--- src/rtl/lfpd_pkg.sv ---
// Shared constants, types and codes of the line follower PD motor controller.
`default_nettype none

package lfpd_pkg;

  // Field and register widths
  localparam int SAMPLE_BITS = 10;
  localparam int COUNT_BITS  = 16;
  localparam int THR_W       = 10;
  localparam int GAIN_W      = 12;
  localparam int DUTY_CFG_W  = 16;
  localparam int RUN_CFG_W   = 16;
  localparam int CFG_W       = 16;
  localparam int CFG_IDX_W   = 3;
  localparam int ERR_W       = 4;
  localparam int MODE_W      = 2;
  localparam int DUTY_OUT_W  = 17;
  localparam int FRAC_BITS   = 8;

  // Compare widths
  localparam int CMP_W = (SAMPLE_BITS > THR_W) ? SAMPLE_BITS : THR_W;
  localparam int RUN_W = (COUNT_BITS > RUN_CFG_W) ? COUNT_BITS : RUN_CFG_W;

  // Datapath widths: |diff| <= 10, times 30, times a 12-bit gain fits 21 bits
  localparam int PROD_W     = 21;
  localparam int DIVD_W     = PROD_W + FRAC_BITS;
  localparam int DIVS_W     = COUNT_BITS + 1;
  localparam int DIV_CNT_W  = $clog2(DIVD_W + 1);
  localparam int P_W        = GAIN_W + 3;
  localparam int S_W        = DIVD_W + 2;
  localparam int SUM_W      = S_W + 4;
  localparam int QV_W       = SUM_W - FRAC_BITS;

  // Constants of the control law
  localparam int EDGE_ERR   = 5;
  localparam int MAX_DUTY   = 65535;

  localparam logic signed [ERR_W-1:0] ERR_POS_EDGE = ERR_W'(EDGE_ERR);
  localparam logic signed [ERR_W-1:0] ERR_NEG_EDGE = ERR_W'(-EDGE_ERR);
  localparam logic signed [ERR_W-1:0] ERR_POS_ONE  = ERR_W'(1);
  localparam logic signed [ERR_W-1:0] ERR_NEG_ONE  = ERR_W'(-1);
  localparam logic signed [ERR_W-1:0] ERR_ZERO     = ERR_W'(0);

  localparam logic signed [DUTY_OUT_W-1:0] DUTY_CCW_RIGHT = DUTY_OUT_W'(33000);
  localparam logic signed [DUTY_OUT_W-1:0] DUTY_CW_LEFT   = DUTY_OUT_W'(32000);
  localparam logic signed [DUTY_OUT_W-1:0] DUTY_SPIN_BACK = DUTY_OUT_W'(-20000);
  localparam logic signed [DUTY_OUT_W-1:0] DUTY_MAX       = DUTY_OUT_W'(MAX_DUTY);
  localparam logic signed [DUTY_OUT_W-1:0] DUTY_MIN       = DUTY_OUT_W'(-MAX_DUTY);
  localparam logic signed [DUTY_OUT_W-1:0] DUTY_REV_ONE   = DUTY_OUT_W'(-1);
  localparam logic signed [DUTY_OUT_W-1:0] DUTY_ZERO      = DUTY_OUT_W'(0);

  // Register reset values
  localparam logic [THR_W-1:0]      RST_ON_TAPE  = THR_W'(200);
  localparam logic [THR_W-1:0]      RST_BAR_HI   = THR_W'(37);
  localparam logic [THR_W-1:0]      RST_BAR_LO   = THR_W'(27);
  localparam logic [GAIN_W-1:0]     RST_PROP     = GAIN_W'(970);
  localparam logic [GAIN_W-1:0]     RST_DERIV    = GAIN_W'(306);
  localparam logic [DUTY_CFG_W-1:0] RST_NOMINAL  = DUTY_CFG_W'(30000);
  localparam logic [RUN_CFG_W-1:0]  RST_SPIN     = RUN_CFG_W'(20);
  localparam logic [RUN_CFG_W-1:0]  RST_CLEAR    = RUN_CFG_W'(15);

  // Register indexes
  typedef enum logic [CFG_IDX_W-1:0] {
    CFG_ON_TAPE = 3'd0,
    CFG_BAR_HI  = 3'd1,
    CFG_BAR_LO  = 3'd2,
    CFG_PROP    = 3'd3,
    CFG_DERIV   = 3'd4,
    CFG_NOMINAL = 3'd5,
    CFG_SPIN    = 3'd6,
    CFG_CLEAR   = 3'd7
  } cfg_idx_t;

  // Drive modes
  typedef enum logic [MODE_W-1:0] {
    MODE_PD  = 2'd0,
    MODE_CCW = 2'd1,
    MODE_CW  = 2'd2,
    MODE_BAR = 2'd3
  } drive_mode_t;

  // Sensor classes
  typedef enum logic [1:0] {
    SENSE_OFF  = 2'd0,
    SENSE_TAPE = 2'd1,
    SENSE_BAR  = 2'd2
  } sense_t;

  // Divider request and response
  typedef struct packed {
    logic              start;
    logic [DIVD_W-1:0] dividend;
    logic [DIVS_W-1:0] divisor;
  } div_req_t;

  typedef struct packed {
    logic              done;
    logic [DIVD_W-1:0] quotient;
  } div_rsp_t;

endpackage

`default_nettype wire

--- src/rtl/lfpd_if.sv ---
// Valid/ready channel interfaces for sensor samples and motor results.
`default_nettype none

interface lfpd_in_if import lfpd_pkg::*; ();
  logic                   valid;
  logic                   ready;
  logic [SAMPLE_BITS-1:0] left_sample;
  logic [SAMPLE_BITS-1:0] right_sample;

  modport source (output valid, output left_sample, output right_sample, input ready);
  modport sink   (input valid, input left_sample, input right_sample, output ready);
endinterface

interface lfpd_out_if import lfpd_pkg::*; ();
  logic                          valid;
  logic                          ready;
  logic                          at_bar;
  logic signed [ERR_W-1:0]       track_error;
  logic [MODE_W-1:0]             drive_mode;
  logic signed [DUTY_OUT_W-1:0]  left_duty;
  logic signed [DUTY_OUT_W-1:0]  right_duty;

  modport source (output valid, output at_bar, output track_error, output drive_mode,
                  output left_duty, output right_duty, input ready);
  modport sink   (input valid, input at_bar, input track_error, input drive_mode,
                  input left_duty, input right_duty, output ready);
endinterface

`default_nettype wire

--- src/rtl/lfpd_div.sv ---
// Restoring unsigned divider, one quotient bit per cycle.
`default_nettype none

module lfpd_div import lfpd_pkg::*; (
  input  logic     clk,
  input  logic     rst_n,
  input  div_req_t req,
  output div_rsp_t rsp
);

  logic                 busy_r, busy_nxt;
  logic                 done_r, done_nxt;
  logic [DIV_CNT_W-1:0] cnt_r, cnt_nxt;
  logic [DIVS_W-1:0]    rem_r, rem_nxt;
  logic [DIVS_W-1:0]    dvs_r, dvs_nxt;
  logic [DIVD_W-1:0]    quo_r, quo_nxt;
  logic [DIVS_W:0]      shifted;
  logic [DIVS_W:0]      trial;
  logic                 fits;

  // Trial subtract of the shifted remainder
  always_comb begin
    shifted = {rem_r, quo_r[DIVD_W-1]};
    trial   = shifted - {1'b0, dvs_r};
    fits    = shifted >= {1'b0, dvs_r};
  end

  // Next state of the iteration
  always_comb begin
    busy_nxt = busy_r;
    cnt_nxt  = cnt_r;
    rem_nxt  = rem_r;
    dvs_nxt  = dvs_r;
    quo_nxt  = quo_r;
    done_nxt = busy_r && (cnt_r == DIV_CNT_W'(1));
    if (req.start) begin
      busy_nxt = 1'b1;
      cnt_nxt  = DIV_CNT_W'(DIVD_W);
      rem_nxt  = '0;
      dvs_nxt  = req.divisor;
      quo_nxt  = req.dividend;
    end else if (busy_r) begin
      cnt_nxt = cnt_r - DIV_CNT_W'(1);
      if (cnt_r == DIV_CNT_W'(1)) begin
        busy_nxt = 1'b0;
      end
      rem_nxt = fits ? trial[DIVS_W-1:0] : shifted[DIVS_W-1:0];
      quo_nxt = {quo_r[DIVD_W-2:0], fits};
    end
  end

  // Control registers
  always_ff @(posedge clk) begin
    if (!rst_n) begin
      busy_r <= 1'b0;
      done_r <= 1'b0;
      cnt_r  <= '0;
    end else begin
      busy_r <= busy_nxt;
      done_r <= done_nxt;
      cnt_r  <= cnt_nxt;
    end
  end

  // Datapath registers
  always_ff @(posedge clk) begin
    rem_r <= rem_nxt;
    dvs_r <= dvs_nxt;
    quo_r <= quo_nxt;
  end

  assign rsp.done     = done_r;
  assign rsp.quotient = quo_r;

  // A start always launches an iteration
  a_start_busy: assert property (@(posedge clk) disable iff (!rst_n)
    req.start |=> busy_r)
    else $error("divider did not go busy after start");

  // Done is reported only once the iteration has stopped
  a_done_idle: assert property (@(posedge clk) disable iff (!rst_n)
    done_r |-> !busy_r)
    else $error("divider done while still busy");

  // The last iteration is followed by done
  a_last_done: assert property (@(posedge clk) disable iff (!rst_n)
    (busy_r && !req.start && cnt_r == DIV_CNT_W'(1)) |=> done_r)
    else $error("divider missed done after last bit");

endmodule

`default_nettype wire

--- src/rtl/line_follow_pd_motor_control.sv ---
// Two-sensor line follower PD motor controller, top level.
//
// in_ch carries one left and one right reflectance sample per transfer;
// out_ch returns one result per input: bar flag, track error, drive mode and
// signed left and right wheel duties. The cfg_ port writes one control
// register per cycle with cfg_we; it is to be written only while the block
// is idle, and the block itself does not enforce this. An item runs through
// a small sequencer: classify and update the run state, form the slope
// numerator and span, a bit-serial divide of the slope (one quotient bit per
// cycle for 29 bits), then the two duties through one shared adder and
// saturator, and a final load of the output register. in_ch is ready again
// once the result is loaded there, so a new item is taken only after the last
// has left the sequencer. A bar sample skips the arithmetic and goes from
// classification straight to the final load. The output register holds a
// result until out_ch takes it; the next item may be accepted and computed
// meanwhile, and it waits in the final step while the earlier result is
// still pending. Reset (rst_n low at a clock edge) restores the register
// defaults, clears the error and run history, empties the output register.
`default_nettype none

module line_follow_pd_motor_control import lfpd_pkg::*; (
  input  logic                 clk,
  input  logic                 rst_n,
  lfpd_in_if.sink              in_ch,
  lfpd_out_if.source           out_ch,
  input  logic                 cfg_we,
  input  logic [CFG_IDX_W-1:0] cfg_index,
  input  logic [CFG_W-1:0]     cfg_wdata
);

  typedef enum logic [6:0] {
    S_IDLE   = 7'b0000001,
    S_CLASS  = 7'b0000010,
    S_MUL    = 7'b0000100,
    S_DIV    = 7'b0001000,
    S_DUTY_L = 7'b0010000,
    S_DUTY_R = 7'b0100000,
    S_FIN    = 7'b1000000
  } state_t;

  localparam logic signed [QV_W-1:0] QV_MAX = QV_W'(MAX_DUTY);
  localparam logic signed [QV_W-1:0] QV_MIN = QV_W'(-MAX_DUTY);
  localparam logic [SUM_W-1:0]       RND    = SUM_W'((1 << FRAC_BITS) - 1);

  // Control registers
  logic [THR_W-1:0]      thr_r, bar_hi_r, bar_lo_r;
  logic [GAIN_W-1:0]     pg_r, dg_r;
  logic [DUTY_CFG_W-1:0] nom_r;
  logic [RUN_CFG_W-1:0]  spin_r, clear_r;

  // Sequencer and history
  state_t                  state_r, state_nxt;
  logic signed [ERR_W-1:0] last_err_r, last_err_nxt;
  logic                    last_valid_r, last_valid_nxt;
  logic [COUNT_BITS-1:0]   run_len_r, run_len_nxt;
  logic [COUNT_BITS-1:0]   prior_len_r, prior_len_nxt;
  logic                    prior_valid_r, prior_valid_nxt;
  logic signed [ERR_W-1:0] prior_err_r, prior_err_nxt;

  // Item datapath
  logic [SAMPLE_BITS-1:0]        left_smp_r, left_smp_nxt;
  logic [SAMPLE_BITS-1:0]        right_smp_r, right_smp_nxt;
  logic signed [ERR_W-1:0]       err_r, err_nxt;
  logic                          bar_r, bar_nxt;
  logic signed [P_W:0]           p_r, p_nxt;
  logic                          neg_r, neg_nxt;
  logic signed [S_W-1:0]         s_r, s_nxt;
  logic signed [DUTY_OUT_W-1:0]  left_q_r, left_q_nxt;
  logic signed [DUTY_OUT_W-1:0]  right_q_r, right_q_nxt;

  // Output register
  logic                          out_valid_r, out_valid_nxt;
  logic                          out_bar_r, out_bar_nxt;
  logic signed [ERR_W-1:0]       out_err_r, out_err_nxt;
  drive_mode_t                   out_mode_r, out_mode_nxt;
  logic signed [DUTY_OUT_W-1:0]  out_left_r, out_left_nxt;
  logic signed [DUTY_OUT_W-1:0]  out_right_r, out_right_nxt;

  // Combinational terms
  sense_t                  sense_l, sense_r;
  logic                    cls_bar;
  logic signed [ERR_W-1:0] err_c, prev_err;
  logic signed [ERR_W:0]   diff_c;
  logic [ERR_W:0]          absd_c;
  logic [8:0]              m30_c;
  logic [PROD_W-1:0]       prod_c;
  logic [DIVS_W-1:0]       span_c;
  logic                    d_zero;
  logic [P_W-1:0]          p_mag;
  logic [RUN_W-1:0]        run_ext;
  logic signed [S_W-1:0]   p_sh, d_mag;
  logic signed [SUM_W-1:0] s_ext, s5, s8, term, nq, sum_c, rnd_c;
  logic                    s_pos;
  logic signed [QV_W-1:0]  qv;
  logic signed [DUTY_OUT_W-1:0] duty_c;
  logic                    out_free;
  logic                    in_xfer;
  div_req_t                div_req;
  div_rsp_t                div_rsp;

  function automatic sense_t classify(input logic [SAMPLE_BITS-1:0] smp,
                                      input logic [THR_W-1:0] thr,
                                      input logic [THR_W-1:0] hi,
                                      input logic [THR_W-1:0] lo);
    logic [CMP_W-1:0] v;
    v = CMP_W'(smp);
    if (v > CMP_W'(thr)) begin
      return SENSE_TAPE;
    end
    if (v < CMP_W'(hi) && v > CMP_W'(lo)) begin
      return SENSE_BAR;
    end
    return SENSE_OFF;
  endfunction

  lfpd_div u_div (
    .clk   (clk),
    .rst_n (rst_n),
    .req   (div_req),
    .rsp   (div_rsp)
  );

  assign in_ch.ready = (state_r == S_IDLE);
  assign in_xfer     = in_ch.valid && in_ch.ready;
  assign out_free    = !out_valid_r || out_ch.ready;
  assign run_ext     = RUN_W'(run_len_r);

  // Classify both samples and form the error
  always_comb begin
    sense_l  = classify(left_smp_r, thr_r, bar_hi_r, bar_lo_r);
    sense_r  = classify(right_smp_r, thr_r, bar_hi_r, bar_lo_r);
    cls_bar  = (sense_l == SENSE_BAR) && (sense_r == SENSE_BAR);
    prev_err = last_valid_r ? last_err_r : ERR_ZERO;
    if (sense_l == SENSE_TAPE && sense_r == SENSE_TAPE) begin
      err_c = ERR_ZERO;
    end else if (sense_l == SENSE_OFF && sense_r == SENSE_TAPE) begin
      err_c = ERR_NEG_ONE;
    end else if (sense_l == SENSE_TAPE && sense_r == SENSE_OFF) begin
      err_c = ERR_POS_ONE;
    end else if (prev_err == ERR_POS_ONE || prev_err == ERR_POS_EDGE) begin
      err_c = ERR_POS_EDGE;
    end else begin
      err_c = ERR_NEG_EDGE;
    end
  end

  // Slope numerator, span and proportional term
  always_comb begin
    diff_c = {err_r[ERR_W-1], err_r} - {prior_err_r[ERR_W-1], prior_err_r};
    absd_c = diff_c[ERR_W] ? $unsigned(-diff_c) : $unsigned(diff_c);
    m30_c  = {absd_c[3:0], 5'b0} - {4'b0, absd_c[3:0], 1'b0};
    prod_c = PROD_W'(m30_c) * PROD_W'(dg_r);
    span_c = {1'b0, prior_len_r} + {1'b0, run_len_r} - DIVS_W'(1);
    if (span_c == '0) begin
      span_c = DIVS_W'(1);
    end
    d_zero = !prior_valid_r ||
             (run_ext > RUN_W'(clear_r) && err_r == ERR_ZERO);
    if (err_r == ERR_POS_EDGE || err_r == ERR_NEG_EDGE) begin
      p_mag = (P_W'(pg_r) << 2) + P_W'(pg_r);
    end else if (err_r == ERR_POS_ONE || err_r == ERR_NEG_ONE) begin
      p_mag = P_W'(pg_r);
    end else begin
      p_mag = '0;
    end
  end

  // Launch the divider from the multiply step
  always_comb begin
    div_req.start    = (state_r == S_MUL);
    div_req.dividend = d_zero ? '0 : {prod_c, {FRAC_BITS{1'b0}}};
    div_req.divisor  = span_c;
  end

  // Combine the proportional and slope terms
  always_comb begin
    p_sh  = {{(S_W-P_W-1-FRAC_BITS){p_r[P_W]}}, p_r, {FRAC_BITS{1'b0}}};
    d_mag = {{(S_W-DIVD_W){1'b0}}, div_rsp.quotient};
  end

  // Shared duty adder, round toward zero, saturate and turn a zero duty into reverse 1
  always_comb begin
    s_ext = {{(SUM_W-S_W){s_r[S_W-1]}}, s_r};
    s5    = (s_ext <<< 2) + s_ext;
    s8    = s_ext <<< 3;
    s_pos = !s_r[S_W-1] && (s_r != '0);
    if (state_r == S_DUTY_L) begin
      term = s_pos ? -s8 : -s5;
    end else begin
      term = s_pos ? s5 : s8;
    end
    nq    = {{(SUM_W-DUTY_CFG_W-FRAC_BITS){1'b0}}, nom_r, {FRAC_BITS{1'b0}}};
    sum_c = nq + term;
    rnd_c = sum_c + (sum_c[SUM_W-1] ? RND : '0);
    qv    = rnd_c[SUM_W-1:FRAC_BITS];
    if (qv > QV_MAX) begin
      duty_c = DUTY_MAX;
    end else if (qv < QV_MIN) begin
      duty_c = DUTY_MIN;
    end else if (qv == '0) begin
      duty_c = DUTY_REV_ONE;
    end else begin
      duty_c = qv[DUTY_OUT_W-1:0];
    end
  end

  // Sequencer
  always_comb begin
    state_nxt       = state_r;
    last_err_nxt    = last_err_r;
    last_valid_nxt  = last_valid_r;
    run_len_nxt     = run_len_r;
    prior_len_nxt   = prior_len_r;
    prior_valid_nxt = prior_valid_r;
    prior_err_nxt   = prior_err_r;
    left_smp_nxt    = left_smp_r;
    right_smp_nxt   = right_smp_r;
    err_nxt         = err_r;
    bar_nxt         = bar_r;
    p_nxt           = p_r;
    neg_nxt         = neg_r;
    s_nxt           = s_r;
    left_q_nxt      = left_q_r;
    right_q_nxt     = right_q_r;
    out_valid_nxt   = out_valid_r && !out_ch.ready;
    out_bar_nxt     = out_bar_r;
    out_err_nxt     = out_err_r;
    out_mode_nxt    = out_mode_r;
    out_left_nxt    = out_left_r;
    out_right_nxt   = out_right_r;

    case (state_r)
      S_IDLE: begin
        if (in_xfer) begin
          left_smp_nxt  = in_ch.left_sample;
          right_smp_nxt = in_ch.right_sample;
          state_nxt     = S_CLASS;
        end
      end

      S_CLASS: begin
        bar_nxt = cls_bar;
        if (cls_bar) begin
          state_nxt = S_FIN;
        end else begin
          // Extend the current run or close it and start a new one
          if (last_valid_r) begin
            if (last_err_r == err_c) begin
              if (run_len_r != '1) begin
                run_len_nxt = run_len_r + COUNT_BITS'(1);
              end
            end else begin
              prior_len_nxt   = run_len_r;
              prior_err_nxt   = last_err_r;
              prior_valid_nxt = 1'b1;
              run_len_nxt     = COUNT_BITS'(1);
            end
          end
          last_err_nxt   = err_c;
          last_valid_nxt = 1'b1;
          err_nxt        = err_c;
          state_nxt      = S_MUL;
        end
      end

      S_MUL: begin
        p_nxt     = err_r[ERR_W-1] ? -$signed({1'b0, p_mag}) : $signed({1'b0, p_mag});
        neg_nxt   = diff_c[ERR_W];
        state_nxt = S_DIV;
      end

      S_DIV: begin
        if (div_rsp.done) begin
          s_nxt     = p_sh + (neg_r ? -d_mag : d_mag);
          state_nxt = S_DUTY_L;
        end
      end

      S_DUTY_L: begin
        left_q_nxt = duty_c;
        state_nxt  = S_DUTY_R;
      end

      S_DUTY_R: begin
        right_q_nxt = duty_c;
        state_nxt   = S_FIN;
      end

      S_FIN: begin
        // Hold here until the output register is free
        if (out_free) begin
          out_valid_nxt = 1'b1;
          if (bar_r) begin
            out_bar_nxt   = 1'b1;
            out_err_nxt   = ERR_ZERO;
            out_mode_nxt  = MODE_BAR;
            out_left_nxt  = DUTY_ZERO;
            out_right_nxt = DUTY_ZERO;
          end else begin
            out_bar_nxt = 1'b0;
            out_err_nxt = err_r;
            if (err_r == ERR_POS_EDGE && run_ext >= RUN_W'(spin_r)) begin
              out_mode_nxt  = MODE_CCW;
              out_left_nxt  = DUTY_SPIN_BACK;
              out_right_nxt = DUTY_CCW_RIGHT;
            end else if (err_r == ERR_NEG_EDGE && run_ext >= RUN_W'(spin_r)) begin
              out_mode_nxt  = MODE_CW;
              out_left_nxt  = DUTY_CW_LEFT;
              out_right_nxt = DUTY_SPIN_BACK;
            end else begin
              out_mode_nxt  = MODE_PD;
              out_left_nxt  = left_q_r;
              out_right_nxt = right_q_r;
            end
          end
          state_nxt = S_IDLE;
        end
      end

      default: begin
        state_nxt = S_IDLE;
      end
    endcase
  end

  // Control register writes
  always_ff @(posedge clk) begin
    if (!rst_n) begin
      thr_r    <= RST_ON_TAPE;
      bar_hi_r <= RST_BAR_HI;
      bar_lo_r <= RST_BAR_LO;
      pg_r     <= RST_PROP;
      dg_r     <= RST_DERIV;
      nom_r    <= RST_NOMINAL;
      spin_r   <= RST_SPIN;
      clear_r  <= RST_CLEAR;
    end else if (cfg_we) begin
      case (cfg_idx_t'(cfg_index))
        CFG_ON_TAPE: thr_r    <= cfg_wdata[THR_W-1:0];
        CFG_BAR_HI:  bar_hi_r <= cfg_wdata[THR_W-1:0];
        CFG_BAR_LO:  bar_lo_r <= cfg_wdata[THR_W-1:0];
        CFG_PROP:    pg_r     <= cfg_wdata[GAIN_W-1:0];
        CFG_DERIV:   dg_r     <= cfg_wdata[GAIN_W-1:0];
        CFG_NOMINAL: nom_r    <= cfg_wdata[DUTY_CFG_W-1:0];
        CFG_SPIN:    spin_r   <= cfg_wdata[RUN_CFG_W-1:0];
        CFG_CLEAR:   clear_r  <= cfg_wdata[RUN_CFG_W-1:0];
        default: begin
        end
      endcase
    end
  end

  // Control state
  always_ff @(posedge clk) begin
    if (!rst_n) begin
      state_r       <= S_IDLE;
      last_err_r    <= ERR_ZERO;
      last_valid_r  <= 1'b0;
      run_len_r     <= COUNT_BITS'(1);
      prior_len_r   <= '0;
      prior_valid_r <= 1'b0;
      prior_err_r   <= ERR_ZERO;
      out_valid_r   <= 1'b0;
    end else begin
      state_r       <= state_nxt;
      last_err_r    <= last_err_nxt;
      last_valid_r  <= last_valid_nxt;
      run_len_r     <= run_len_nxt;
      prior_len_r   <= prior_len_nxt;
      prior_valid_r <= prior_valid_nxt;
      prior_err_r   <= prior_err_nxt;
      out_valid_r   <= out_valid_nxt;
    end
  end

  // Payload registers
  always_ff @(posedge clk) begin
    left_smp_r  <= left_smp_nxt;
    right_smp_r <= right_smp_nxt;
    err_r       <= err_nxt;
    bar_r       <= bar_nxt;
    p_r         <= p_nxt;
    neg_r       <= neg_nxt;
    s_r         <= s_nxt;
    left_q_r    <= left_q_nxt;
    right_q_r   <= right_q_nxt;
    out_bar_r   <= out_bar_nxt;
    out_err_r   <= out_err_nxt;
    out_mode_r  <= out_mode_nxt;
    out_left_r  <= out_left_nxt;
    out_right_r <= out_right_nxt;
  end

  assign out_ch.valid       = out_valid_r;
  assign out_ch.at_bar      = out_bar_r;
  assign out_ch.track_error = out_err_r;
  assign out_ch.drive_mode  = out_mode_r;
  assign out_ch.left_duty   = out_left_r;
  assign out_ch.right_duty  = out_right_r;

  // An input transfer always starts classification
  a_xfer_class: assert property (@(posedge clk) disable iff (!rst_n)
    in_xfer |=> state_r == S_CLASS)
    else $error("input transfer did not start classification");

  // A bar sample leaves the error and run history untouched
  a_bar_keeps: assert property (@(posedge clk) disable iff (!rst_n)
    (state_r == S_CLASS && cls_bar) |=>
      ($stable(run_len_r) && $stable(last_err_r) && $stable(prior_len_r)))
    else $error("bar sample changed run history");

  // Run length never drops to zero
  a_run_nonzero: assert property (@(posedge clk) disable iff (!rst_n)
    run_len_r != '0)
    else $error("run length reached zero");

  // A bar hold result carries zero duties and the bar flag
  a_bar_result: assert property (@(posedge clk) disable iff (!rst_n)
    (out_valid_r && out_mode_r == MODE_BAR) |->
      (out_bar_r && out_left_r == DUTY_ZERO && out_right_r == DUTY_ZERO))
    else $error("bar hold result with nonzero duty");

  // The divider finishes only while the sequencer waits for it
  a_div_owner: assert property (@(posedge clk) disable iff (!rst_n)
    div_rsp.done |-> state_r == S_DIV)
    else $error("divider finished outside the divide step");

endmodule

`default_nettype wire

--- src/flat_wrapper.sv ---
// flat-port wrapper written by rule: the top's interface ports become plain ports
module line_follow_pd_motor_control_flat import lfpd_pkg::*;
  (clk, rst_n, cfg_we, cfg_index, cfg_wdata, in_ch_valid, in_ch_left_sample, in_ch_right_sample, in_ch_ready, out_ch_valid, out_ch_at_bar, out_ch_track_error, out_ch_drive_mode, out_ch_left_duty, out_ch_right_duty, out_ch_ready);
  lfpd_in_if in_ch_i ();
  lfpd_out_if out_ch_i ();
  input  logic clk;
  input  logic rst_n;
  input  logic cfg_we;
  input  logic [CFG_IDX_W-1:0] cfg_index;
  input  logic [CFG_W-1:0] cfg_wdata;
  input wire logic [$bits(in_ch_i.valid)-1:0] in_ch_valid;
  input wire logic [$bits(in_ch_i.left_sample)-1:0] in_ch_left_sample;
  input wire logic [$bits(in_ch_i.right_sample)-1:0] in_ch_right_sample;
  output wire logic [$bits(in_ch_i.ready)-1:0] in_ch_ready;
  output wire logic [$bits(out_ch_i.valid)-1:0] out_ch_valid;
  output wire logic [$bits(out_ch_i.at_bar)-1:0] out_ch_at_bar;
  output wire logic [$bits(out_ch_i.track_error)-1:0] out_ch_track_error;
  output wire logic [$bits(out_ch_i.drive_mode)-1:0] out_ch_drive_mode;
  output wire logic [$bits(out_ch_i.left_duty)-1:0] out_ch_left_duty;
  output wire logic [$bits(out_ch_i.right_duty)-1:0] out_ch_right_duty;
  input wire logic [$bits(out_ch_i.ready)-1:0] out_ch_ready;
  assign in_ch_i.valid = in_ch_valid;
  assign in_ch_i.left_sample = in_ch_left_sample;
  assign in_ch_i.right_sample = in_ch_right_sample;
  assign in_ch_ready = in_ch_i.ready;
  assign out_ch_valid = out_ch_i.valid;
  assign out_ch_at_bar = out_ch_i.at_bar;
  assign out_ch_track_error = out_ch_i.track_error;
  assign out_ch_drive_mode = out_ch_i.drive_mode;
  assign out_ch_left_duty = out_ch_i.left_duty;
  assign out_ch_right_duty = out_ch_i.right_duty;
  assign out_ch_i.ready = out_ch_ready;
  line_follow_pd_motor_control u_core (.clk(clk), .rst_n(rst_n), .in_ch(in_ch_i), .out_ch(out_ch_i), .cfg_we(cfg_we), .cfg_index(cfg_index), .cfg_wdata(cfg_wdata));
endmodule
--- config.mk ---
export PLATFORM = sky130hd
export DESIGN_NAME = line_follow_pd_motor_control_flat
export DESIGN_NICKNAME = d
export VERILOG_FILES = /design/src/rtl/lfpd_pkg.sv /design/src/rtl/lfpd_if.sv /design/src/rtl/lfpd_div.sv /design/src/rtl/line_follow_pd_motor_control.sv /design/src/flat_wrapper.sv
export SDC_FILE = /design/constraint.sdc
export NUM_CORES = 1
export LEC_CHECK = 0
export BUFFER_PORTS_ARGS = -buffer_cell sky130_fd_sc_hd__buf_2
export CORE_ASPECT_RATIO = 1.25
export CORE_MARGIN = 2
export CORE_UTILIZATION = 45
export DETAILED_ROUTE_END_ITERATION = 8
export GPL_TIMING_DRIVEN = 0
export PLACE_DENSITY = 0.62
export SETUP_SLACK_MARGIN = 0.5
export SLEW_MARGIN = 20
export SYNTH_ARGS = -nofsm -noshare
export SYNTH_HDL_FRONTEND = slang
export SYNTH_SLANG_ARGS = --single-unit
export TNS_END_PERCENT = 100
--- constraint.sdc ---
create_clock -name clk -period 12.3 [get_ports clk]
set_clock_uncertainty 0.15 [all_clocks]
set_input_delay 1.845 -clock clk [delete_from_list [all_inputs] [get_ports clk]]
set_output_delay 1.845 -clock clk [all_outputs]
set_load 0.05 [all_outputs]
### Word-level counts from Yosys, hierarchy flattened

Index checks and enable logic that the tools add are counted.

| storage, ports and cells | value |
|---|---|
| input bits | 44 |
| register bits | 370 |

| cells by class | value |
|---|---|
| add/subtract/negate cells | 17 |
| reduce and logical (&&, ||, !) cells | 48 |
| eq/ne operators | 31 |
| bitwise logic cells | 3 |
| mux-type cells | 56 |
| $mul | 1 |
| order comparisons | 11 |

Operator list:

| kind | number |
|---|---|
| 17-bit two-way mux | 7 |
| 35-bit two-way mux | 3 |
| 29-bit two-way mux | 3 |
| 7-bit one-hot mux with 7 select lines | 1 |
| 16-bit two-way mux | 3 |
| 10-bit greater-than comparator | 4 |
| 25-bit by 35-bit adder with 35-bit output | 1 |
| 35-bit adder | 1 |
| 34-bit negation with 35-bit output | 1 |
| 35-bit negation | 1 |
| 33-bit by 31-bit adder with 34-bit output | 1 |
| 24-bit by 31-bit adder with 31-bit output | 1 |
| 31-bit two-way mux | 1 |
| 29-bit negation with 31-bit output | 1 |
| 31-bit nonzero test | 1 |
| 15-bit two-way mux | 2 |
| 7-bit two-way mux | 4 |
| 27-bit by 17-bit greater-than comparator with 1-bit output, second input constant | 1 |
| 27-bit zero test | 1 |
| 27-bit by 17-bit less-than comparator with 1-bit output, second input constant | 1 |
| 4-bit two-way mux | 6 |
| 2-bit AND reduction | 12 |
| 9-bit by 12-bit multiplier with 21-bit output | 1 |
| 10-bit less-than comparator | 2 |
| other kinds (51) | 107 |

### Depth between registers and ports, before layout

Gate-level depths: netlist (run 1).

| logic depth | value |
|---|---|
| depth after elaboration | 14 |
| depth in mapped cells | 41 |
| gate-level depth less buffers | 37 |

### By module

A second synthesis (run 1) with hierarchy kept.

| second synthesis, totals | value |
|---|---|
| cell total of the unflattened synthesis | 3457 |
| area, all modules | 29593.4 µm² |

By module, submodules not included:

| module | instances | sequential area each (µm²) | cells an instance | area each (µm²) |
|---|---|---|---|---|
| line_follow_pd_motor_control | 1 | 7387.1 | 3106 | 25753.4 |
| lfpd_div | 1 | 1861.8 | 351 | 3839.9 |

### Worst setup path before layout (run 1)

No wires, ideal clock.

| path | value |
|---|---|
| path type | flip-flop to flip-flop |
| start point | reg u_core.s_r[1] |
| end point | reg u_core.left_q_r[0], data pin |
| setup time | 0.278 ns |
| arrival | 9.079 ns |
| path buffers | 4 |
| stages on the path, launching flop included | 37 |
| path slack | 2.794 ns |
| required time | 11.872 ns |
| cells stage by stage | edfxtp_1 -> inv_1 -> ha_1 -> clkbuf_1 -> or4b_2 -> nor2_1 -> nand4b_1 -> o21a_1 -> clkbuf_1 -> nor2_1 -> clkbuf_1 -> a21oi_1 -> ha_1 -> fa_1 -> a21o_1 -> a211oi_1 -> o21ai_0 -> a41oi_1 -> o21ai_0 -> a21oi_1 -> o21bai_1 -> nand4_1 -> a21boi_0 -> ha_1 -> nand4_1 -> nor3_1 -> o311ai_0 -> or3_1 -> a21oi_1 -> or3_1 -> buf_6 -> nand4_2 -> xnor2_1 -> or4_4 -> nor4_2 -> nor2_1 -> or4_1 |

| between the ends | value |
|---|---|
| longest elaborated chain between the ends | 11 |
| elaborated cells between the ends (all ways) | 17 |
| classes of those cells | 5 x add/sub; 2 x order compare; 7 x mux; 3 x reduce/logical |

RTL lines:

| item | line | source |
|---|---|---|
| start, declared | line_follow_pd_motor_control.sv:67 | `logic signed [S_W-1:0] s_r, s_nxt;` |
| start signal, assigned | line_follow_pd_motor_control.sv:384 | `s_r <= s_nxt;` |
| 33-bit by 31-bit adder with 34-bit output / 31-bit nonzero test (equally long branches) | line_follow_pd_motor_control.sv:184, line_follow_pd_motor_control.sv:186 |  |
| 35-bit negation / 1-bit logical AND (equally long branches) | line_follow_pd_motor_control.sv:188, line_follow_pd_motor_control.sv:186 |  |
| 35-bit two-way mux, on equally long branches | line_follow_pd_motor_control.sv:188, line_follow_pd_motor_control.sv:190 |  |
| 35-bit two-way mux * | line_follow_pd_motor_control.sv:187 | `if (state_r == S_DUTY_L) begin` |
| 25-bit by 35-bit adder with 35-bit output * | line_follow_pd_motor_control.sv:193 | `sum_c = nq + term;` |
| 8-bit two-way mux | line_follow_pd_motor_control.sv:194 | `rnd_c = sum_c + (sum_c[SUM_W-1] ? RND : '0);` |
| 35-bit adder * | line_follow_pd_motor_control.sv:194 |  |
| parallel branches: the longest is 3 deep, another holds 27-bit by 17-bit less-than comparator with 1-bit output | n/a |  |
| 17-bit two-way mux * | line_follow_pd_motor_control.sv:196 | `if (qv > QV_MAX) begin` |
| via u_core.duty_c[0] | line_follow_pd_motor_control.sv:95 | `logic signed [DUTY_OUT_W-1:0] duty_c;` |
| end signal, assigned | line_follow_pd_motor_control.sv:385 | `left_q_r <= left_q_nxt;` |
| end, declared | line_follow_pd_motor_control.sv:68 | `logic signed [DUTY_OUT_W-1:0] left_q_r, left_q_nxt;` |

Mark *: on every way through the listed nets, which the timed path passes.
A chain may end at the register's enable or synchronous reset.

### Final worst setup path (run 1)

| path | value |
|---|---|
| start point | reg u_core.s_r[1] |
| end point | reg u_core.left_q_r[12], data pin |

Same word-level chain as after synthesis.

==> results of run 1 <==
## flip-flops by register name, indices dropped and copies added, names as in the netlist, 17 cells and up
signal                    cells
u_core.u_div.quo_r           29
u_core.u_div.rem_r           17
u_core.s_r                   31
u_core.left_q_r              17
u_core.out_ch.right_duty     17
u_core.right_q_r             17
u_core.out_ch.left_duty      17
u_core.u_div.dvs_r           17
## per-layer routing
metal	global-route usage	up-vias	share of wire
met3	0.0245	195	0.038
li1	-	12400	-
met4	0.113	0	0.050
met1	0.285	11700	0.41
met2	0.436	573	0.50
met5	0	-	0
## worst max-delay path: cells and delay by family, from the launching register on
kind | cells | cell delay (ns)
adder cells (fa/ha/maj) | 4 | 1.05
buffers and inverters | 6 | 1.64
AO/OA/AOI/OAI | 16 | 4.24
flip-flops | 1 | 0.51
AND/OR/NAND/NOR | 11 | 3.15
## cell families after synthesis
group	count (synthesis)
flops	366
fa+ha+maj	350
xor+xnor	193
buf+inv	461
compound gates	828
mux	47
simple gates	1204
## stage by stage
step | util | instance area [µm²] | std cells | hold WS [ns] | setup TNS [ns]
6_report | 0.498 | 32500 | 4459 | 0.314 | 0
5_1_grt | 0.498 | 32500 | 4459 | 0.333 | 0
4_1_cts | 0.497 | 32500 | 4459 | 0.318 | 0
3_5_place_dp | 0.477 | 31100 | 4385 | 0.309 | 0
3_3_place_gp | 0.475 | 31000 | 4378 | 0.300 | -6.72
2_1_floorplan | - | 29600 | 3449 | 0.292 | 0
## placed cells by master, fill, tap and decap left out, types with 15 or more instances in the layout
cell	n
a211oi_1	30
fa_1	68
o21ai_0	156
nand4_1	38
mux2i_1	44
nand3_1	70
a21oi_1	183
xor2_1	43
a21boi_0	93
edfxtp_1	192
dfxtp_1	174
o21bai_1	38
or3_1	33
inv_1	331
o21ai_1	15
clkbuf_16	41
nand2_1	426
nor2_1	228
clkbuf_1	101
o22ai_1	15
o211ai_1	39
nor4_1	23
o31ai_1	19
a21o_1	58
or4_1	22
or2_2	20
nor2b_1	61
and2_1	93
ha_1	282
and3_1	21
xnor2_1	150
buf_2	87
o21a_1	41
a31oi_1	21
nor3_1	62
nand2b_1	34
## cell type report
| type | instances | area, µm² |
|---|---|---|
| Buffer | 129 | 562 |
| Tap cell | 856 | 1070 |
| Sequential cell | 366 | 9250 |
| Multi-Input combinational cell | 2622 | 18600 |
| Clock buffer | 57 | 1140 |
| Inverter | 332 | 1250 |
| Clock inverter | 17 | 211 |
| Timing Repair Buffer | 80 | 465 |
| Fill cell | 6278 | 32800 |
## path summary, 6_finish.rpt
path	end	depth (start not counted)
setup / recovery	u_core.left_q_r[12]$_DFFE_PP_	37
hold / removal	u_core.spin_r[5]$_SDFFE_PN0P_	2
setup reg to reg	u_core.left_q_r[12]$_DFFE_PP_	37
hold reg to reg	u_core.spin_r[5]$_SDFFE_PN0P_	2
## report_power, final
part           switching [mW]  internal, mW
clock network           0.510         0.735
logic                   0.555         0.375
registers              0.0429          1.33
## repair_timing
item | 4_1_cts | 5_1_grt
endpoints found under the hold margin | 0 | 0
pin swaps | 0 | 0
endpoints found under the setup margin | 34 | 34
resized for setup | 2 | 10
==> reports/qor.csv, run 1 <==
stage;metric;value;unit
outcome;status;finished, final reports clean;
global_route;antenna_found_initial;3;
placed_design;port_buffers;73;
logic_synthesis;syn_area_per_cell;8.57;µm²
floorplan;initial_utilization;0.453;
clocking;post-cts-setup-buffer-count;0;
timing;setup_ws;1.26;ns
logic_synthesis;ys_warn_count;0;
timing;finalCritPeriodShare;0.898;
setup_path;end_kind;register;
logic_synthesis;synth_simple_gate_area_frac;0.201;
floorplan;die_w;233;µm
worst_hold_path;hp-class;reg2reg;
timing;fmax;0.0906;GHz
logic_synthesis;synth_compound_area_frac;0.186;
timing;final.min_clock_period;11.04;ns
timing;report.final.slew_viol_count;0;
drt;viasPerCell;5.57;
drt;wirelength;81.3;mm
clocking;cts-root-buf;clkbuf_16;
logic_synthesis;syn-num-nets;3843;
placed_design;place_ws;0.262;ns
timing;tightest_slew;1.03;ns
clocking;ctsHoldBuffers;0;
clocking;cts_tree;done;
logic_synthesis;yosys.area.top_type;edfxtp_1;
placed_design;dpl.hpwl;65.7;mm
clocking;cts_buffers;40;
clocking;clockBufferDepth;3;
setup_path;critPathLaunchType;register;
clocking;cts.clk_slew.worst_paths;0.07;ns
logic_synthesis;synthTopCellsByCount;nand2_1 (426), inv_1 (331), ha_1 (282);
setup_path;worstPathMaxFanout;10;
finish;diodes;0;
finish;drive_above_1_share;0.0638;
setup_path;crit_start;u_core.s_r[1]$_DFFE_PP_;
drt;firstDrtPassIters;6;
logic_synthesis;synth_top_family_by_area;simple AND/OR/NAND/NOR gates;
floorplan;ios;87;
logic_synthesis;yosys.area_share.adder;0.165;
timing;rsz0062_at_grt;no;
logic_synthesis;netlist_area;29600;µm²
timing;hold_viol;0;
worst_hold_path;hp-start;u_core.spin_r[5]$_SDFFE_PN0P_;
logic_synthesis;yosysMostFrequentCell;nand2_1;
timing;setup_viol;0;
clocking;cts.sinks;366;
setup_path;r2r_setup_slack;1.26;ns
drt;vias;24900;
setup_path;worstPathRequired;12.46;ns
power;power.density;109;nW/µm²
clocking;htreeDepth;2;
global_route;grtUsageTotal;0.242;
setup_path;cp_data_arrival_time;11.19;ns
logic_synthesis;yosysUniqueCellTypes;100;
logic_synthesis;yosys-top-cells-area;edfxtp_1 (20%), ha_1 (12%), dfxtp_1 (12%);
timing;relSlewSlack;0.307;
logic_synthesis;async_reset_ff_frac;0;
setup_path;r2r-start;u_core.s_r[1]$_DFFE_PP_;
flow_run;cap_violations;0;
global_route;grt_max_degree;30;
logic_synthesis;synthXorXnorAreaFrac;0.0572;
drt;ant_nets;0;
global_route;grt_pass1_vias;24400;
setup_path;crit_type;reg2reg;
floorplan;die-area;67700;µm²
logic_synthesis;synth_edf_count;192;
finish;syn2layout_area_growth;9.99;%
setup_path;slowest_stage;or4b_2;
logic_synthesis;synth_ff_type;edfxtp_1;
floorplan;core-area;65300;µm²
floorplan;std_cell_rows;105;
power;p_total;3.55;mW
drt;wl_per_cell;18.2;µm
global_route;grt_first_pass_wirelength;130;mm
clocking;clk_latency;0.58;ns
logic_synthesis;synthMuxAreaShare;0.0160;
finish;nNetsFinal;3965;
logic_synthesis;yosysSeqAreaShare;0.313;
placed_design;place_congestion;0.952;
logic_synthesis;synthCells;3449;
logic_synthesis;ys_seq_elements;366;
logic_synthesis;synth_top_area_frac;0.195;
power;cellLeakagePower;13.3;nW
power;worst_ir_drop_vdd;0.140;mV
drt;dr.first_iter.drc_count;1552;
floorplan;die_y;291;µm
global_route;grt.overflow.total;0;
drt;drc_errors;0;
setup_path;max_stage_delay;0.69;ns
No activity file was read; power rests on OpenSTA's default activity.
==> run 2, diff against run 1 <==
--- a/config.mk
+++ b/config.mk
@@ -6,7 +6,6 @@
 export NUM_CORES = 1
 export LEC_CHECK = 0
 export BUFFER_PORTS_ARGS = -buffer_cell sky130_fd_sc_hd__buf_2
-export CORE_ASPECT_RATIO = 1.25
 export CORE_MARGIN = 2
 export CORE_UTILIZATION = 45
 export DETAILED_ROUTE_END_ITERATION = 8
==> run 2 against run 1 <==
  * Power is 2.8% higher
  * Via count is 0.15% lower
  * Highest routed layer is now met5
  * Core utilization is 0.75 points higher
  * Sequential power hardly changed
  * Clock power is 7% higher
==> reports/qor.csv, run 2 (synthesis gave the netlist of run 1 again) <==
stage;metric;value;unit;change
global_route;grt_first_pass_wirelength;129;mm;was 130 mm
clocking;post-cts-setup-buffer-count;0;;unchanged
finish;regMostFlops;u_core.s_r;;unchanged
drt;drc_errors;0;;unchanged
timing;relSlewSlack;0.271;;was 0.307
finish;fin_util;0.505;;was 0.498
finish;design_area;32700;µm²;was 32,500 µm²
floorplan;std_cell_rows;93;;was 105
global_route;antenna_found_initial;7;;was 3
setup_path;crit_start;u_core.s_r[1]$_DFFE_PP_;;unchanged
global_route;grtUsageTotal;0.240;;was 0.242
timing;setup_ws;1.14;ns;was 1.26 ns
drt;dr.first_iter.drc_count;1767;;was 1,552
finish;seq_area;9250;µm²;unchanged
placed_design;port_buffers;73;;unchanged
timing;tightest_slew;1.09;ns;was 1.03 ns
floorplan;ios;87;;unchanged
finish;nNetsFinal;3972;;was 3,965
power;power.density;112;nW/µm²;was 109 nW/µm²
worst_hold_path;min_delay_path_depth;2;;unchanged
setup_path;max_stage_delay;0.69;ns;about the same
floorplan;core-area;64700;µm²;was 65,300 µm²
setup_path;crit_type;reg2reg;;unchanged
finish;largestRegisters;u_core.s_r: 31 flops, u_core.u_div.quo_r: 29 flops;;unchanged
clocking;cts.clk_slew.worst_paths;0.06;ns;was 0.07 ns
finish;mostFrequentLayoutCell;nand2_1;;unchanged
clocking;clk_latency;0.60;ns;was 0.58 ns
clocking;htreeDepth;2;;unchanged
finish;stdcell_count;4471;;was 4,459
drt;vias;24800;;was 24,900
clocking;cts.sinks;366;;unchanged
timing;rsz0062_at_grt;no;;unchanged
drt;viasPerCell;5.55;;was 5.57
floorplan;die_w;260;µm;was 233 µm
placed_design;placed_area;31200;µm²;was 31,100 µm²
global_route;grt_pass1_vias;23900;;was 24,400
worst_hold_path;hp-class;reg2reg;;unchanged
timing;setup_viol;0;;unchanged
placed_design;place_ws;0.248;ns;was 0.262 ns
flow_run;cap_violations;0;;unchanged
setup_path;slowest_stage;or4b_2;;unchanged
setup_path;r2r_cells;37;;unchanged
clocking;clockBufferDepth;3;;unchanged
setup_path;r2r-start;u_core.s_r[1]$_DFFE_PP_;;unchanged
timing;fmax;0.0896;GHz;was 0.0906 GHz
setup_path;worstPathRequired;12.44;ns;was 12.46 ns
global_route;grt_max_degree;29;;was 30
setup_path;worstPathMaxFanout;10;;unchanged
power;p_total;3.65;mW;was 3.55 mW
finish;syn2layout_area_growth;10.6;%;was 9.99%
power;worst_ir_drop_vdd;0.146;mV;was 0.140 mV
setup_path;critPathLaunchType;register;;unchanged
worst_hold_path;hp-start;u_core.spin_r[14]$_SDFFE_PN0P_;;was u_core.spin_r[5]$_SDFFE_PN0P_
timing;finalCritPeriodShare;0.907;;was 0.898
placed_design;dpl.hpwl;64.1;mm;was 65.7 mm
floorplan;initial_utilization;0.457;;was 0.453
setup_path;cp_data_arrival_time;11.31;ns;was 11.19 ns
drt;wirelength;81.0;mm;was 81.3 mm
timing;hold_viol;0;;unchanged
clocking;cts_buffers;45;;was 40
timing;report.final.slew_viol_count;0;;unchanged
power;cellLeakagePower;13.3;nW;about the same
clocking;cts_tree;done;;unchanged
clocking;cts-resized-gates;2;;unchanged
setup_path;r2r_setup_slack;1.14;ns;was 1.26 ns
global_route;grt.overflow.total;0;;unchanged
floorplan;die_y;260;µm;was 291 µm
placed_design;place_congestion;0.970;;was 0.952
setup_path;end_kind;register;;unchanged
placed_design;dp.cells;4386;;was 4,385
drt;ant_nets;0;;unchanged
finish;drive_above_1_share;0.0670;;was 0.0638
drt;wl_per_cell;18.1;µm;was 18.2 µm
timing;final.min_clock_period;11.16;ns;was 11.04 ns
finish;mostFrequentLayoutCells;nand2_1 (426), inv_1 (331), ha_1 (282);;unchanged
finish;multi_input_area;18600;µm²;about the same
floorplan;die-area;67700;µm²;about the same
finish;final.fill_count;6291;;was 6,278
outcome;status;finished, final reports clean;;unchanged
clocking;ctsHoldBuffers;0;;unchanged
drt;firstDrtPassIters;5;;was 6
finish;largest_register_ffs;31;;unchanged
clocking;cts-root-buf;clkbuf_16;;unchanged
## run 2: cell types whose count changed in the layout (fill, tap and decap cells not counted), sizes merged
cell	change
clkinv	+1
clkinvlp	+2
buf	+2
clkbuf	+3
diode	+2
inv	+5
bufinv	-2
## run 2: final timing paths
kind                                          to
hold / removal    u_core.spin_r[14]$_SDFFE_PN0P_
setup / recovery  u_core.right_q_r[12]$_DFFE_PP_
setup reg to reg  u_core.right_q_r[12]$_DFFE_PP_
hold reg to reg   u_core.spin_r[14]$_SDFFE_PN0P_
## run 2: where the power goes
part	switching, mW	internal (mW)	total (mW)
sequential	0.0434	1.33	1.37
clock	0.569	0.772	1.34
combinational	0.560	0.374	0.934
total	1.17	2.48	3.65
## run 2: cell type report
class,count,area share
inverters,332,0.0381
diodes,2,0.000153
clock buffers,60,0.0384
well taps,855,0.0327
multi-input cells,2622,0.568
clock inverters,23,0.00735
repair buffers,82,0.0156
plain buffers,129,0.0172
flip-flops and latches,366,0.283
## run 2: through the flow
stage	hold slack, ns	TNS (ns)
after floorplan	0.292	0
after global placement	0.302	-7.03
after detailed placement	0.309	0
after CTS	0.317	0
after global routing	0.334	0
final	0.314	0
## run 2: worst max-delay path, delay by kind of cell (launching register included)
family	cells	cell delay, ns
buffers and inverters	6	1.65
AND/OR/NAND/NOR	11	3.18
adder cells (fa/ha/maj)	4	1.04
flip-flops	1	0.52
AO/OA/AOI/OAI	16	4.31
## run 2: metal layers
| layer | wire (µm) | global-route usage | up-vias | part of all wire |
|---|---|---|---|---|
| met5 | 19 | 0 | - | 0.00023 |
| met4 | 3440 | 0.103 | 4 | 0.043 |
| met3 | 4390 | 0.0310 | 171 | 0.054 |
| met2 | 36600 | 0.391 | 629 | 0.45 |
| met1 | 36500 | 0.320 | 11600 | 0.45 |
| li1 | - | - | 12400 | - |
==> run 3, diff against run 2 <==
--- a/config.mk
+++ b/config.mk
@@ -10,7 +10,7 @@
 export CORE_UTILIZATION = 45
 export DETAILED_ROUTE_END_ITERATION = 8
 export GPL_TIMING_DRIVEN = 0
-export PLACE_DENSITY = 0.62
+export PLACE_DENSITY = 0.65
 export SETUP_SLACK_MARGIN = 0.5
 export SLEW_MARGIN = 20
 export SYNTH_ARGS = -nofsm -noshare
==> run 3 against run 2 <==
  * Clock-buffer cell count up 2
  * Non-clock buffer count unchanged
  * Largest cell class unchanged
  * Sequential share of layout area up 0.071 points
  * Sequential power about the same
  * Critical path depth down 1
  * Flip-flop and latch count unchanged
  * First-iteration DRC count up 11%
  * Fmax down 0.21%
  * Die area unchanged
  * Register-to-register slack worse by 0.02 ns
==> reports/qor.csv, run 3 (synthesis gave the netlist of run 1 again) <==
stage;metric;value;unit;change
setup_path;max_stage_delay;0.69;ns;about the same
clocking;cts.clk_slew.worst_paths;0.06;ns;about the same
floorplan;ios;87;;unchanged
worst_hold_path;min_delay_path_depth;2;;unchanged
drt;wl_per_cell;17.9;µm;was 18.1 µm
global_route;grt_first_pass_wirelength;127;mm;was 129 mm
clocking;clk_latency;0.59;ns;was 0.60 ns
clocking;cts_buffers;43;;was 45
timing;final.min_clock_period;11.18;ns;was 11.16 ns
finish;largest_register_ffs;31;;unchanged
floorplan;die-area;67700;µm²;unchanged
finish;syn2layout_area_growth;10.3;%;was 10.6%
timing;finalCritPeriodShare;0.909;;was 0.907
finish;mostFrequentLayoutCells;nand2_1 (426), inv_1 (331), ha_1 (282);;unchanged
drt;firstDrtPassIters;6;;was 5
timing;hold_viol;0;;unchanged
drt;vias;25000;;was 24,800
floorplan;die_w;260;µm;unchanged
clocking;post-cts-setup-buffer-count;0;;unchanged
timing;report.final.slew_viol_count;0;;unchanged
power;p_total;3.59;mW;was 3.65 mW
worst_hold_path;min_to;u_core.spin_r[10]$_SDFFE_PN0P_;;was u_core.spin_r[14]$_SDFFE_PN0P_
drt;wirelength;79.7;mm;was 81.0 mm
floorplan;initial_utilization;0.457;;unchanged
setup_path;critPathLaunchType;register;;unchanged
timing;rsz0062_at_grt;no;;unchanged
timing;setup_ws;1.12;ns;was 1.14 ns
placed_design;dp.cells;4386;;unchanged
clocking;clockBufferDepth;3;;unchanged
floorplan;die_y;260;µm;unchanged
placed_design;dpl.hpwl;63.0;mm;was 64.1 mm
setup_path;end_kind;register;;unchanged
timing;fmax;0.0894;GHz;was 0.0896 GHz
setup_path;cp_data_arrival_time;11.38;ns;was 11.31 ns
drt;viasPerCell;5.59;;was 5.55
setup_path;slowest_stage;or4b_2;;unchanged
global_route;grt_max_degree;30;;was 29
placed_design;placed_area;31200;µm²;unchanged
finish;stdcell_count;4466;;was 4,471
finish;nNetsFinal;3970;;was 3,972
placed_design;place_ws;0.244;ns;was 0.248 ns
timing;hold_ws;0.313;ns;was 0.314 ns
setup_path;worstPathMaxFanout;10;;unchanged
placed_design;port_buffers;73;;unchanged
drt;drc_errors;0;;unchanged
finish;fin_util;0.504;;was 0.505
setup_path;r2r_setup_slack;1.12;ns;was 1.14 ns
setup_path;crit_type;reg2reg;;unchanged
finish;mostFrequentLayoutCell;nand2_1;;unchanged
power;worst_ir_drop_vdd;0.122;mV;was 0.146 mV
global_route;grt.overflow.total;0;;unchanged
clocking;cts-root-buf;clkbuf_16;;unchanged
floorplan;std_cell_rows;93;;unchanged
global_route;grtUsageTotal;0.234;;was 0.240
power;cellLeakagePower;13.3;nW;about the same
clocking;cts_tree;done;;unchanged
finish;drive_above_1_share;0.0654;;was 0.0670
drt;ant_nets;0;;unchanged
clocking;htreeDepth;2;;unchanged
timing;tns;0;ns;unchanged
setup_path;rr_endpoint;u_core.right_q_r[4]$_DFFE_PP_;;was u_core.right_q_r[12]$_DFFE_PP_
timing;setup_viol;0;;unchanged
setup_path;r2r_cells;36;;was 37
worst_hold_path;hp-class;reg2reg;;unchanged
setup_path;worstPathRequired;12.49;ns;was 12.44 ns
floorplan;core-area;64700;µm²;unchanged
flow_run;cap_violations;0;;unchanged
drt;dr.first_iter.drc_count;1964;;was 1,767
global_route;antenna_found_initial;3;;was 7
setup_path;crit_top_cell;a21oi_1;;
timing;tightest_slew;1.13;ns;was 1.09 ns
finish;design_area;32600;µm²;was 32,700 µm²
clocking;cts.sinks;366;;unchanged
outcome;status;finished, final reports clean;;unchanged
setup_path;r2r-start;u_core.s_r[1]$_DFFE_PP_;;unchanged
placed_design;place_congestion;0.963;;was 0.970
finish;largestRegisters;u_core.s_r: 31 flops, u_core.u_div.quo_r: 29 flops;;unchanged
timing;relSlewSlack;0.240;;was 0.271
worst_hold_path;hp-start;u_core.spin_r[10]$_SDFFE_PN0P_;;was u_core.spin_r[14]$_SDFFE_PN0P_
global_route;grt_pass1_vias;23400;;was 23,900
finish;regMostFlops;u_core.s_r;;unchanged
power;power.density;110;nW/µm²;was 112 nW/µm²
[run 3: cell count changes in the layout (fill, tap and decap cells not counted), moves of 2 or more]
cell / change
inv_4: -2
clkinv_4: -5
clkbuf_8: +3
inv_6: -3
clkbuf_16: -3
clkinv_1: +2
clkbuf_4: +2
clkinv_2: +3
[run 3: power by group]
part | total [mW] | switching (mW) | leakage [nW] | internal, mW
clock | 1.28 | 0.533 | 0.694 | 0.746
combinational | 0.942 | 0.566 | 9.48 | 0.376
sequential | 1.37 | 0.0431 | 3.12 | 1.33
[run 3: critical path: cells and delay by family (launching register included)]
family / cells / cell delay [ns]
compound gates: 14 / 3.66
simple gates: 12 / 4.05
flops: 1 / 0.50
xor+xnor: 1 / 0.18
buf+inv: 5 / 1.33
fa+ha+maj: 4 / 1.05
[run 3: worst max path at each step]
stage	start	end	slack (ns)	depth (start not counted)
floorplan	u_core.s_r[1]$_DFFE_PP_	u_core.left_q_r[0]$_DFFE_PP_	2.79	36
global placement	u_core.s_r[1]$_DFFE_PP_	u_core.left_q_r[10]$_DFFE_PP_	-0.28	37
detailed placement	u_core.s_r[1]$_DFFE_PP_	u_core.left_q_r[10]$_DFFE_PP_	0.24	37
CTS	u_core.s_r[1]$_DFFE_PP_	u_core.left_q_r[8]$_DFFE_PP_	0.71	37
global route	u_core.s_r[1]$_DFFE_PP_	u_core.right_q_r[10]$_DFFE_PP_	0.57	37
finish	u_core.s_r[1]$_DFFE_PP_	u_core.right_q_r[4]$_DFFE_PP_	1.12	36
[run 3: timing repair]
action	CTS	global route
hold buffers	0	0
gates cloned	0	0
resized for setup	2	9
pin swaps	0	0
hold endpoints to repair	0	0
setup endpoints to repair	34	34
[run 3: area by class of cell]
class                   count  area (µm²)
fillers                  6203       32100
multi-input cells        2622       18600
flip-flops and latches    366        9250
inverters                 332        1250
clock buffers              62        1240
well taps                 855        1070
plain buffers             129         561
repair buffers             82         509
clock inverters            17         178
diodes                      1        2.50
[run 3: routing by layer]
| metal | up-vias | track usage | share of wire |
|---|---|---|---|
| met5 | - | 0 | 0.00031 |
| met4 | 4 | 0.0910 | 0.039 |
| met3 | 154 | 0.0248 | 0.051 |
| met2 | 668 | 0.390 | 0.46 |
| met1 | 11700 | 0.312 | 0.45 |
| li1 | 12500 | - | - |
